==> src/hdl/rrsi_pkg.sv <==
`default_nettype none

package rrsi_pkg;

    localparam int PRICE_BITS = 32;
    localparam int MAX_PERIOD = 64;

    localparam int CFG_W      = 7;
    localparam int PERIOD_RST = 14;

    localparam int PTR_W = $clog2(MAX_PERIOD);
    localparam int CNT_W = $clog2(MAX_PERIOD + 1);
    localparam int SUM_W = PRICE_BITS + $clog2(MAX_PERIOD);

    // Result scale: 100 * 256 = 25600 = 2^14 + 2^13 + 2^10.
    localparam int VAL_W     = 15;
    localparam int SCL_SH_A  = 14;
    localparam int SCL_SH_B  = 13;
    localparam int SCL_SH_C  = 10;
    localparam int SCALE_100 = (1 << SCL_SH_A) + (1 << SCL_SH_B) + (1 << SCL_SH_C);
    localparam int NUM_W     = SUM_W + VAL_W;
    localparam int STEP_W    = $clog2(VAL_W);

    localparam int RING_W = PRICE_BITS + 1;

    localparam int QDEPTH = 2;
    localparam int QA_W   = (QDEPTH > 1) ? $clog2(QDEPTH) : 1;
    localparam int QC_W   = $clog2(QDEPTH + 1);

    typedef struct packed {
        logic                  neg;
        logic [PRICE_BITS-1:0] mag;
    } t_change;

    typedef struct packed {
        logic             valid;
        logic [SUM_W-1:0] gain;
        logic [SUM_W-1:0] loss;
    } t_job;

    typedef enum logic [2:0] {
        F_IDLE = 3'b001,
        F_READ = 3'b010,
        F_UPD  = 3'b100
    } t_fstate;

    typedef enum logic [3:0] {
        B_IDLE = 4'b0001,
        B_PREP = 4'b0010,
        B_DIV  = 4'b0100,
        B_DONE = 4'b1000
    } t_bstate;

    // Period register saturated into 1 .. MAX_PERIOD.
    function automatic logic [CNT_W-1:0] eff_period(input logic [CFG_W-1:0] p);
        logic [CFG_W+CNT_W-1:0] w;
        w = {{CNT_W{1'b0}}, p};
        if (w == '0) begin
            return CNT_W'(1);
        end else if (w > (CFG_W+CNT_W)'(MAX_PERIOD)) begin
            return CNT_W'(MAX_PERIOD);
        end else begin
            return w[CNT_W-1:0];
        end
    endfunction

endpackage

`default_nettype wire

==> src/hdl/rrsi_ram.sv <==
`default_nettype none

module rrsi_ram #(
    parameter int WIDTH = 8,
    parameter int DEPTH = 16
) (
    input  wire logic                     i_clk,
    input  wire logic                     i_we,
    input  wire logic [$clog2(DEPTH)-1:0] i_waddr,
    input  wire logic [WIDTH-1:0]         i_wdata,
    input  wire logic                     i_re,
    input  wire logic [$clog2(DEPTH)-1:0] i_raddr,
    output logic      [WIDTH-1:0]         o_rdata
);

    logic [WIDTH-1:0] r_mem [DEPTH];
    logic [WIDTH-1:0] r_rdata;

    always_ff @(posedge i_clk) begin
        if (i_we) begin
            r_mem[i_waddr] <= i_wdata;
        end
        if (i_re) begin
            r_rdata <= r_mem[i_raddr];
        end
    end

    assign o_rdata = r_rdata;

endmodule

`default_nettype wire

==> src/hdl/rrsi_front.sv <==
`default_nettype none

module rrsi_front (
    input  wire logic                           i_clk,
    input  wire logic                           i_rst_n,
    input  wire logic                           i_cfg_wr_en,
    input  wire logic [rrsi_pkg::CFG_W-1:0]      i_cfg_wr_data,
    input  wire logic                           i_in_valid,
    output logic                                o_in_stall,
    input  wire logic                           i_series_start,
    input  wire logic [rrsi_pkg::PRICE_BITS-1:0] i_price,
    output rrsi_pkg::t_job                      o_job,
    output logic                                o_push,
    input  wire logic                           i_full
);

    import rrsi_pkg::*;

    t_fstate               r_state, n_state;
    logic [CFG_W-1:0]      r_period;
    logic [PRICE_BITS-1:0] r_last, r_price;
    logic                  r_have_last, r_first;
    logic [SUM_W-1:0]      r_gain, r_loss, n_gain, n_loss;
    logic [PTR_W-1:0]      r_ptr, n_ptr, r_old_idx, acc_old_idx;
    logic [CNT_W-1:0]      r_count, n_count, per;
    logic [CNT_W:0]        ptr_ext, per_ext, idx_wide;

    t_change               old_chg, new_chg;
    logic [RING_W-1:0]     ram_rdata;
    logic                  accept, evict, commit, ring_we;
    logic [PRICE_BITS-1:0] gain_sub, loss_sub, gain_add, loss_add;

    assign per    = eff_period(r_period);
    assign accept = (r_state == F_IDLE) && i_in_valid;
    assign commit = (r_state == F_UPD) && !i_full;
    assign o_in_stall = (r_state != F_IDLE);

    // Ring slot that leaves the window: ptr - period, wrapped.
    always_comb begin
        ptr_ext = (CNT_W+1)'(r_ptr);
        per_ext = (CNT_W+1)'(per);
        if (ptr_ext >= per_ext) begin
            idx_wide = ptr_ext - per_ext;
        end else begin
            idx_wide = ptr_ext + (CNT_W+1)'(MAX_PERIOD) - per_ext;
        end
        acc_old_idx = idx_wide[PTR_W-1:0];
    end

    rrsi_ram #(
        .WIDTH (RING_W),
        .DEPTH (MAX_PERIOD)
    ) u_ring (
        .i_clk   (i_clk),
        .i_we    (ring_we),
        .i_waddr (r_ptr),
        .i_wdata (new_chg),
        .i_re    (r_state == F_READ),
        .i_raddr (r_old_idx),
        .o_rdata (ram_rdata)
    );

    assign old_chg = t_change'(ram_rdata);

    always_comb begin
        new_chg.neg = (r_price < r_last);
        new_chg.mag = new_chg.neg ? (r_last - r_price) : (r_price - r_last);

        evict    = (r_count >= per);
        gain_sub = (evict && !old_chg.neg) ? old_chg.mag : '0;
        loss_sub = (evict &&  old_chg.neg) ? old_chg.mag : '0;
        gain_add = new_chg.neg ? '0 : new_chg.mag;
        loss_add = new_chg.neg ? new_chg.mag : '0;

        if (r_first) begin
            n_gain  = '0;
            n_loss  = '0;
            n_count = '0;
            n_ptr   = '0;
        end else begin
            n_gain  = r_gain - SUM_W'(gain_sub) + SUM_W'(gain_add);
            n_loss  = r_loss - SUM_W'(loss_sub) + SUM_W'(loss_add);
            n_count = evict ? r_count : r_count + CNT_W'(1);
            n_ptr   = (r_ptr == PTR_W'(MAX_PERIOD - 1)) ? '0 : r_ptr + PTR_W'(1);
        end

        ring_we     = commit && !r_first;
        o_push      = commit;
        o_job.valid = !r_first && (n_count >= per);
        o_job.gain  = n_gain;
        o_job.loss  = n_loss;
    end

    always_comb begin
        n_state = r_state;
        unique case (r_state)
            F_IDLE: if (accept) n_state = F_READ;
            F_READ: n_state = F_UPD;
            F_UPD:  if (commit) n_state = F_IDLE;
            default: n_state = F_IDLE;
        endcase
    end

    always_ff @(posedge i_clk) begin
        if (!i_rst_n) begin
            r_state     <= F_IDLE;
            r_period    <= CFG_W'(PERIOD_RST);
            r_last      <= '0;
            r_have_last <= 1'b0;
            r_gain      <= '0;
            r_loss      <= '0;
            r_ptr       <= '0;
            r_count     <= '0;
        end else begin
            r_state <= n_state;
            if (commit) begin
                r_last      <= r_price;
                r_have_last <= 1'b1;
                r_gain      <= n_gain;
                r_loss      <= n_loss;
                r_ptr       <= n_ptr;
                r_count     <= n_count;
            end
            // A period write empties the window but keeps the last price.
            if (i_cfg_wr_en) begin
                r_period <= i_cfg_wr_data;
                r_gain   <= '0;
                r_loss   <= '0;
                r_count  <= '0;
            end
        end
    end

    always_ff @(posedge i_clk) begin
        if (accept) begin
            r_price   <= i_price;
            r_first   <= i_series_start || !r_have_last;
            r_old_idx <= acc_old_idx;
        end
    end

endmodule

`default_nettype wire

==> src/hdl/rrsi_queue.sv <==
`default_nettype none

module rrsi_queue (
    input  wire logic           i_clk,
    input  wire logic           i_rst_n,
    input  wire logic           i_push,
    input  wire rrsi_pkg::t_job i_job,
    output logic                o_full,
    input  wire logic           i_pop,
    output logic                o_valid,
    output rrsi_pkg::t_job      o_job
);

    import rrsi_pkg::*;

    t_job             r_mem [QDEPTH];
    logic [QA_W-1:0]  r_wp, r_rp;
    logic [QC_W-1:0]  r_cnt;
    logic             do_push, do_pop;

    assign o_full  = (r_cnt == QC_W'(QDEPTH));
    assign o_valid = (r_cnt != '0);
    assign o_job   = r_mem[r_rp];
    assign do_push = i_push && !o_full;
    assign do_pop  = i_pop && o_valid;

    always_ff @(posedge i_clk) begin
        if (!i_rst_n) begin
            r_wp  <= '0;
            r_rp  <= '0;
            r_cnt <= '0;
        end else begin
            if (do_push) begin
                r_wp <= (r_wp == QA_W'(QDEPTH - 1)) ? '0 : r_wp + QA_W'(1);
            end
            if (do_pop) begin
                r_rp <= (r_rp == QA_W'(QDEPTH - 1)) ? '0 : r_rp + QA_W'(1);
            end
            if (do_push && !do_pop) begin
                r_cnt <= r_cnt + QC_W'(1);
            end else if (do_pop && !do_push) begin
                r_cnt <= r_cnt - QC_W'(1);
            end
        end
    end

    always_ff @(posedge i_clk) begin
        if (do_push) begin
            r_mem[r_wp] <= i_job;
        end
    end

endmodule

`default_nettype wire

==> src/hdl/rrsi_back.sv <==
`default_nettype none

module rrsi_back (
    input  wire logic                      i_clk,
    input  wire logic                      i_rst_n,
    input  wire logic                      i_job_valid,
    input  wire rrsi_pkg::t_job            i_job,
    output logic                           o_pop,
    output logic                           o_out_valid,
    input  wire logic                      i_out_stall,
    output logic                           o_rsi_valid,
    output logic [rrsi_pkg::VAL_W-1:0]     o_rsi_value
);

    import rrsi_pkg::*;

    t_bstate           r_state, n_state;
    logic [SUM_W-1:0]  r_gain, r_loss, r_den, r_rem;
    logic [VAL_W-1:0]  r_nlo, r_quo;
    logic [STEP_W-1:0] r_step;
    logic              r_res_valid;
    logic              r_out_valid, r_out_rsi_valid;
    logic [VAL_W-1:0]  r_out_value;

    logic [NUM_W-1:0]  num;
    logic [SUM_W:0]    trial, den_ext;
    logic              fits, out_free, last_step;

    assign out_free  = !r_out_valid || !i_out_stall;
    assign o_pop     = (r_state == B_IDLE) && i_job_valid;
    assign last_step = (r_step == STEP_W'(VAL_W - 1));

    // gain * 25600 by shifts and adds.
    assign num = (NUM_W'(r_gain) << SCL_SH_A) + (NUM_W'(r_gain) << SCL_SH_B)
               + (NUM_W'(r_gain) << SCL_SH_C);

    // One restoring division step: the remainder always stays below the divisor.
    assign trial   = {r_rem, r_nlo[VAL_W-1]};
    assign den_ext = {1'b0, r_den};
    assign fits    = (trial >= den_ext);

    always_comb begin
        n_state = r_state;
        unique case (r_state)
            B_IDLE: begin
                if (i_job_valid) begin
                    if (i_job.valid && (i_job.loss != '0)) n_state = B_PREP;
                    else n_state = B_DONE;
                end
            end
            B_PREP: n_state = B_DIV;
            B_DIV:  if (last_step) n_state = B_DONE;
            B_DONE: if (out_free) n_state = B_IDLE;
            default: n_state = B_IDLE;
        endcase
    end

    always_ff @(posedge i_clk) begin
        if (!i_rst_n) begin
            r_state     <= B_IDLE;
            r_out_valid <= 1'b0;
        end else begin
            r_state <= n_state;
            if ((r_state == B_DONE) && out_free) begin
                r_out_valid <= 1'b1;
            end else if (!i_out_stall) begin
                r_out_valid <= 1'b0;
            end
        end
    end

    always_ff @(posedge i_clk) begin
        unique case (r_state)
            B_IDLE: begin
                r_gain      <= i_job.gain;
                r_loss      <= i_job.loss;
                r_res_valid <= i_job.valid;
                r_step      <= '0;
                if (!i_job.valid) begin
                    r_quo <= '0;
                end else begin
                    r_quo <= VAL_W'(SCALE_100);
                end
            end
            B_PREP: begin
                r_den <= r_gain + r_loss;
                r_rem <= num[NUM_W-1:VAL_W];
                r_nlo <= num[VAL_W-1:0];
                r_quo <= '0;
            end
            B_DIV: begin
                r_rem  <= fits ? SUM_W'(trial - den_ext) : trial[SUM_W-1:0];
                r_nlo  <= {r_nlo[VAL_W-2:0], 1'b0};
                r_quo  <= {r_quo[VAL_W-2:0], fits};
                r_step <= r_step + STEP_W'(1);
            end
            B_DONE: begin
                if (out_free) begin
                    r_out_rsi_valid <= r_res_valid;
                    r_out_value     <= r_quo;
                end
            end
            default: ;
        endcase
    end

    assign o_out_valid = r_out_valid;
    assign o_rsi_valid = r_out_rsi_valid;
    assign o_rsi_value = r_out_value;

endmodule

`default_nettype wire

==> src/hdl/rolling_rsi_indicator_core.sv <==
`default_nettype none

// Rolling RSI over a window of 1 to 64 price changes, one result per price,
// value = floor(25600 * G / (G + L)) or 25600 when there are no losses. The
// front end handles a price by accept, read of the leaving change from the
// 64-entry ring memory, and sum update, taking no new price until the update
// is pushed into the two-entry queue that hands the sums to the back end. A
// valid result with losses goes through the 15-step restoring divider in the
// back end; invalid results and loss-free windows skip it. The back end takes
// a new job only after the last result has left for the output.
// The ring needs no clearing pass after reset. Write the period only while idle.

module rolling_rsi_indicator_core (
    input  wire logic                           i_clk,
    input  wire logic                           i_rst_n,
    input  wire logic                           i_cfg_wr_en,
    input  wire logic [rrsi_pkg::CFG_W-1:0]      i_cfg_wr_data,
    input  wire logic                           i_in_valid,
    output logic                                o_in_stall,
    input  wire logic                           i_series_start,
    input  wire logic [rrsi_pkg::PRICE_BITS-1:0] i_price,
    output logic                                o_out_valid,
    input  wire logic                           i_out_stall,
    output logic                                o_rsi_valid,
    output logic [rrsi_pkg::VAL_W-1:0]           o_rsi_value
);

    import rrsi_pkg::*;

    t_job push_job, pop_job;
    logic push, full, pop, q_valid;

    rrsi_front u_front (
        .i_clk          (i_clk),
        .i_rst_n        (i_rst_n),
        .i_cfg_wr_en    (i_cfg_wr_en),
        .i_cfg_wr_data  (i_cfg_wr_data),
        .i_in_valid     (i_in_valid),
        .o_in_stall     (o_in_stall),
        .i_series_start (i_series_start),
        .i_price        (i_price),
        .o_job          (push_job),
        .o_push         (push),
        .i_full         (full)
    );

    rrsi_queue u_queue (
        .i_clk   (i_clk),
        .i_rst_n (i_rst_n),
        .i_push  (push),
        .i_job   (push_job),
        .o_full  (full),
        .i_pop   (pop),
        .o_valid (q_valid),
        .o_job   (pop_job)
    );

    rrsi_back u_back (
        .i_clk       (i_clk),
        .i_rst_n     (i_rst_n),
        .i_job_valid (q_valid),
        .i_job       (pop_job),
        .o_pop       (pop),
        .o_out_valid (o_out_valid),
        .i_out_stall (i_out_stall),
        .o_rsi_valid (o_rsi_valid),
        .o_rsi_value (o_rsi_value)
    );

endmodule

`default_nettype wire

==> config.mk <==
export PLATFORM = sky130hd
export DESIGN_NAME = rolling_rsi_indicator_core
export DESIGN_NICKNAME = d
export VERILOG_FILES = /design/src/hdl/rrsi_pkg.sv /design/src/hdl/rrsi_ram.sv /design/src/hdl/rrsi_front.sv /design/src/hdl/rrsi_queue.sv /design/src/hdl/rrsi_back.sv /design/src/hdl/rolling_rsi_indicator_core.sv
export SDC_FILE = /design/constraint.sdc
export NUM_CORES = 2
export LEC_CHECK = 0
export ABC_AREA = 1
export BUFFER_PORTS_ARGS = -buffer_cell sky130_fd_sc_hd__buf_4
export CAP_MARGIN = 10
export CORE_MARGIN = 3
export CORE_UTILIZATION = 51
export DETAILED_ROUTE_END_ITERATION = 16
export PLACE_DENSITY = 0.66
export SYNTH_ARGS = -nofsm -noshare
export SYNTH_HDL_FRONTEND = slang
export SYNTH_HIERARCHICAL = 1
export SYNTH_SLANG_ARGS = --single-unit
==> constraint.sdc <==
create_clock -name i_clk -period 20.6 [get_ports i_clk]
set_input_delay 1.03 -clock i_clk [delete_from_list [all_inputs] [get_ports i_clk]]
set_output_delay 1.03 -clock i_clk [all_outputs]
set_load 0.05 [all_outputs]
Yosys cells after proc, flatten, opt, wreduce, memory -nomap -nowiden. Memory sizes are Yosys's and may differ from the RTL's. A register that Yosys moved wholly into a read port is not among the register bits. Index checks and enable logic that the tools add are counted.

Register bits: 383. Input bits: 45. RAM bits: 2266. Memories: 2. Output and inout port bits: 18.

Reductions and logical operators: 34. Eq/ne operators: 17. Add/subtract/negate cells: 20. Bitwise operators: 1. Multiplexer cells: 40. $lt $le $gt $ge: 6.

Memory list: u_front.u_ring.r_mem (depth 64, width 33, rd ports 1, clocked after memory_dff 1, write ports 1, line rrsi_ram.sv:16) `logic [WIDTH-1:0] r_mem [DEPTH];`; u_queue.r_mem (depth 2, width 77, rd ports 1, clocked after memory_dff 1, write ports 1, line rrsi_queue.sv:16) `t_job r_mem [QDEPTH];`.

Operator list (count): 2-to-1 mux 32 bit (5); 2-to-1 mux 38 bit (3); adder 38 x 32 -> 38 bit (2); one-hot mux 38 bit (2 select lines) (1); subtractor 38 x 32 -> 38 bit (2); subtractor 32 bit (2); adder 52 x 51 -> 53 bit (1); adder 53 x 48 -> 53 bit (1); one-hot mux 15 bit (3 select lines) (1); >= comparator 39 x 38 -> 1 bit (1); adder 38 bit (1); nonzero test 38 bit (1); subtractor 38 bit (1); less-than comparator 32 bit (1); one-hot mux 15 bit (2 select lines) (1); 2-to-1 mux 7 bit (4); 2-to-1 mux 6 bit (3); 2-to-1 mux 4 bit (4); one-hot mux 4 bit (4 select lines) (1); 2-to-1 mux 15 bit (1); >= comparator 7 bit (2); logical AND 1 bit (13); adder 6 x 1 -> 6 bit, second input constant (2); != test 2 x 1 -> 1 bit, second input constant (6); 32 further kinds (58).

Longest topological paths before layout.
Depth in word-level cells: 9. Depth in mapped cells: 32.

By module. Netlist, hierarchy kept.

By module, submodules not included: rrsi_ram (sequential area each 64411.8 µm², times used 1, cells an instance 6980, area each 86045.0 µm²); rrsi_front (sequential area each 3813.7 µm², times used 1, cells an instance 3227, area each 19276.0 µm²); rrsi_back (sequential area each 5895.7 µm², times used 1, cells an instance 2178, area each 16250.6 µm²); rrsi_queue (sequential area each 4724.5 µm², times used 1, cells an instance 277, area each 5933.2 µm²).

Worst setup path after synthesis. No wires, ideal clock.

Path kind: register to register. Start point: register u_back.r_state[3]. End point: register u_queue.r_cnt[1]. Data arrival time: 7.365 ns. Setup time: 0.064 ns. Clock period less this slack: 7.428 ns. Path buffers: 0. Stages on the path, launching flop included: 14. Slack: 13.172 ns. Cell sequence: dfxtp_1 > nor2_1 > inv_1 > nor3_1 > inv_1 > nor2_1 > o21a_1 > inv_1 > ha_1 > inv_1 > nand3_1 > nand2_1 > inv_1 > nor2_1.

Word-level cells in the longest chain between the ends: 6. Elaborated cells on any way between the ends: 8. Classes of those cells: 1 x eq/ne; 1 x mux; 6 x reduce/logical.

RTL lines: from (decl) (line rrsi_back.sv:17) `t_bstate r_state, n_state;`; from (signal assigned) (line rrsi_back.sv:63) `r_state <= n_state;`; equality test 4 x 1 -> 1 bit (*) (line rrsi_back.sv:30) `assign o_pop = (r_state == B_IDLE) && i_job_valid;`; logical AND 1 bit (*) (line rrsi_back.sv:30); named net pop (line rolling_rsi_indicator_core.sv:31) `logic push, full, pop, q_valid;`; logical AND 1 bit (*) (line rrsi_queue.sv:25) `assign do_pop = i_pop && o_valid;`; zero test 1 bit (line rrsi_queue.sv:39) `if (do_push && !do_pop) begin`; logical AND 1 bit (line rrsi_queue.sv:39); 2-to-1 mux 2 bit or nonzero test 2 bit (tied branches); to (signal assigned) (line rrsi_queue.sv:40) `r_cnt <= r_cnt + QC_W'(1);`; to (signal assigned) (line rrsi_queue.sv:42) `r_cnt <= r_cnt - QC_W'(1);`; to (decl) (line rrsi_queue.sv:18) `logic [QC_W-1:0] r_cnt;`.

Mark *: on every way through the listed nets, which the timed path passes. The rest lies on a longest branch. A chain may end at the register's enable or synchronous reset.

==> flow_summary.yaml <==
sta:
  slew_viol_final: 0
  period_share: 0.321
  finalCriticalPeriod_ns: 6.62
  slew_headroom: 0.217
  fmax_mhz: 151
  rsz0062_at_grt: "false"
  finalSetupViolCount: 0
  setup_tns_ns: 0
  setup_ws_ns: 13.98
  finalHoldViolCount: 0
  worstMarginPinSlew_ns: 1.17
  fin_skew_ns: 0.0754
critical_path:
  path_class: "flop to flop"
  start_kind: "flop"
  crit_fanout: 77
  crit_required_ns: 21.22
  worstPathArrival_ns: 7.24
  end_kind: "flop"
  cpMostUsedCell: "nand2_1"
  slowest_stage: "buf_4"
  slowest_delay_ns: 0.88
synthesis:
  synth_nets: 13100
  yosys-top-cells-area: "edfxtp_1 (60%), nand2_1 (11%), nand3_1 (9.0%)"
  syn_avg_cell_area_um2: 10.1
  netlist.top_cell.by_area: "edfxtp_1"
  synth_compound_area_frac: 0.0322
  synth.top_cell.area_share: 0.596
  netlist_area_um2: 128000
  ys_seq_elements: 2673
  synth_xor_area_frac: 0.00646
  yosysSeqAreaShare: 0.618
  ys.flop_type: "edfxtp_1"
  synth_enable_flop_cells: 2531
  ys_types: 52
  yosys_warnings: 6
  synthCells: 12700
  synthArstFlopShare: 0
  synthAdderAreaFrac: 0.0438
  synth_top_family_by_area: "simple AND/OR/NAND/NOR gates"
  yosys.area_share.simple: 0.235
  synth_mux_area_frac: 0.00768
layout:
  layout_commonest_cell: "nand2_1"
  fillerInstances: 21100
  final_cell_mix: "nand2_1 (3894), edfxtp_1 (2531), nand3_1 (2289)"
  fin_cells: 16200
  finish.net_count: 13100
  syn_to_final_growth_pct: 9.95
  final_layout_size_suffix_gt1_frac: 0.0685
  utilization: 0.567
clock_network:
  post_cts_resized: 0
  cts_buffer_depth: 4
  clock_sinks: 2673
  htree_num_levels: 5
  cts_buffers: 298
  cts_setup_buffers: 0
  cts_tree: "built"
  cts-root-buf: "clkbuf_16"
  clk_pin_slew_worst_paths_ns: 0.06
  ctsHoldBuffers: 0
  insertion_delay_ns: 0.96
detailed_routing:
  ant_nets: 0
  met2_length_um: 181000
  viasPerCell: 5.82
  drt_first_pass_iters: 6
  wl_per_cell_um: 24.9
  via_count: 94000
  top_layer: "met5"
  wl_met3_um: 38300
  wirelength_um: 403000
  met1_length_um: 168000
  drc: 0
  drt_iter0_markers: 11500
placed_design:
  gp_congestion: 0.980
  io_buffer_count: 62
  dpl.hpwl_um: 250000
  place_ws_ns: 14.02
  place_inst: 15700
global_route:
  grt_pass1_vias: 88600
  grt_overflow: 0
  antenna_found_initial: 30
  grt_max_degree: 201
  grt_usage: 0.309
  grt_pass1_wl_um: 588000
floorplanning:
  die_width_um: 506
  dieHeight_um: 506
  rows: 182
  initial_core_util: 0.516
  die-area_um2: 256000
  io_pins: 63
  fp.coreArea_um2: 247000
min_path:
  hold_class: "input pin to flop"
power:
  p_leak_nw: 54.6
  vdd_ir_drop_max_v: 0.0000873
  total_power_mw: 14.8
  p_per_area_nw_per_um2: 106
outcome:
  outcome: "finished, final reports clean"
run:
  cap_violations: 0
==> kinds of logic after synthesis <==
group / count (synthesis)
AOI/OAI and AO/OA: 781
xor gates and xnor gates: 94
adders and majority gates: 384
buffers and inverters: 1625
DFF: 2673
muxes: 77
and+or+nand+nor: 7028
==> flip-flops by register name, summed over array words and instances, names as in the netlist, 6 cells and up, named ones only <==
signal                  cells
u_front/u_ring/r_mem     2112
u_front/r_last             32
u_queue/r_mem             154
u_back/r_quo               15
u_back/r_den               38
u_front/r_old_idx           6
u_front/r_ptr               6
u_back/r_gain              38
u_front/r_count             7
u_front/r_gain             38
u_back/r_loss              38
u_back/r_rem               38
u_front/u_ring/o_rdata     33
u_front/r_period            7
u_back/o_rsi_value         15
u_front/r_loss             38
u_front/r_price            32
==> per-layer routing <==
metal | GRT usage | vias to the layer above
li1 | - | 43000
met1 | 0.442 | 45800
met3 | 0.0542 | 728
met5 | 0 | -
met4 | 0.119 | 14
met2 | 0.472 | 4516
==> area by class of cell <==
| type | instances | area [µm²] | share of cell area |
|---|---|---|---|
| clock inverters | 128 | 1200 | 0.00853 |
| multi-input cells | 8364 | 42000 | 0.299 |
| well taps | 3312 | 4140 | 0.0296 |
| diodes | 5 | 12.5 | 0.0000893 |
| repair buffers | 244 | 1970 | 0.0140 |
| inverters | 1061 | 4020 | 0.0287 |
| flip-flops and latches | 2673 | 78800 | 0.562 |
| clock buffers | 386 | 8030 | 0.0573 |
==> path summary, 6_finish.rpt <==
path / from / end / slack, ns / cells after the start
max: u_front/r_price[0]$_DFFE_PP_ / u_queue/r_mem[0][14]$_DFFE_PP_ / 13.98 / 28
min: i_price[17] / u_front/r_price[17]$_DFFE_PP_ / 0.31 / 1
max reg2reg: u_front/r_price[0]$_DFFE_PP_ / u_queue/r_mem[0][14]$_DFFE_PP_ / 13.98 / 28
min reg2reg: u_back/r_quo[14]$_DFFE_PP_ / u_back/o_rsi_value[14]$_DFFE_PP_ / 0.42 / 0
==> synthesized netlist by cell type, types with 51 or more instances <==
cell type and count:
nand2_1 3896, edfxtp_1 2531, nand3_1 2289, inv_1 1050, nor2_1 601, a21oi_1 416
ha_1 280, o21ai_0 273, buf_2 238, dfxtp_1 142, clkbuf_1 127, fa_1 104
buf_6 74, nand3b_1 72, buf_1 66, xor2_1 66, buf_4 51
==> power breakdown <==
part,internal [mW],switching (mW)
logic,0.858,2.47
clock network,3.00,2.09
registers,6.30,0.0787
==> stage by stage <==
stage / hold WS (ns) / area, µm²
after CTS: 0.244 / 140000
after global routing: 0.269 / 140000
after detailed placement: 0.406 / 131000
final: 0.308 / 140000
after floorplan: 0.400 / 128000
after global placement: 0.410 / 131000
==> worst max-delay path, delay by kind of cell (launching register included) <==
| family | cells | cell delay, ns |
|---|---|---|
| adder cells (fa/ha/maj) | 4 | 1.65 |
| flip-flops | 1 | 0.40 |
| AND/OR/NAND/NOR | 17 | 2.20 |
| buffers and inverters | 7 | 2.03 |
No activity file was read; power rests on OpenSTA's default activity.
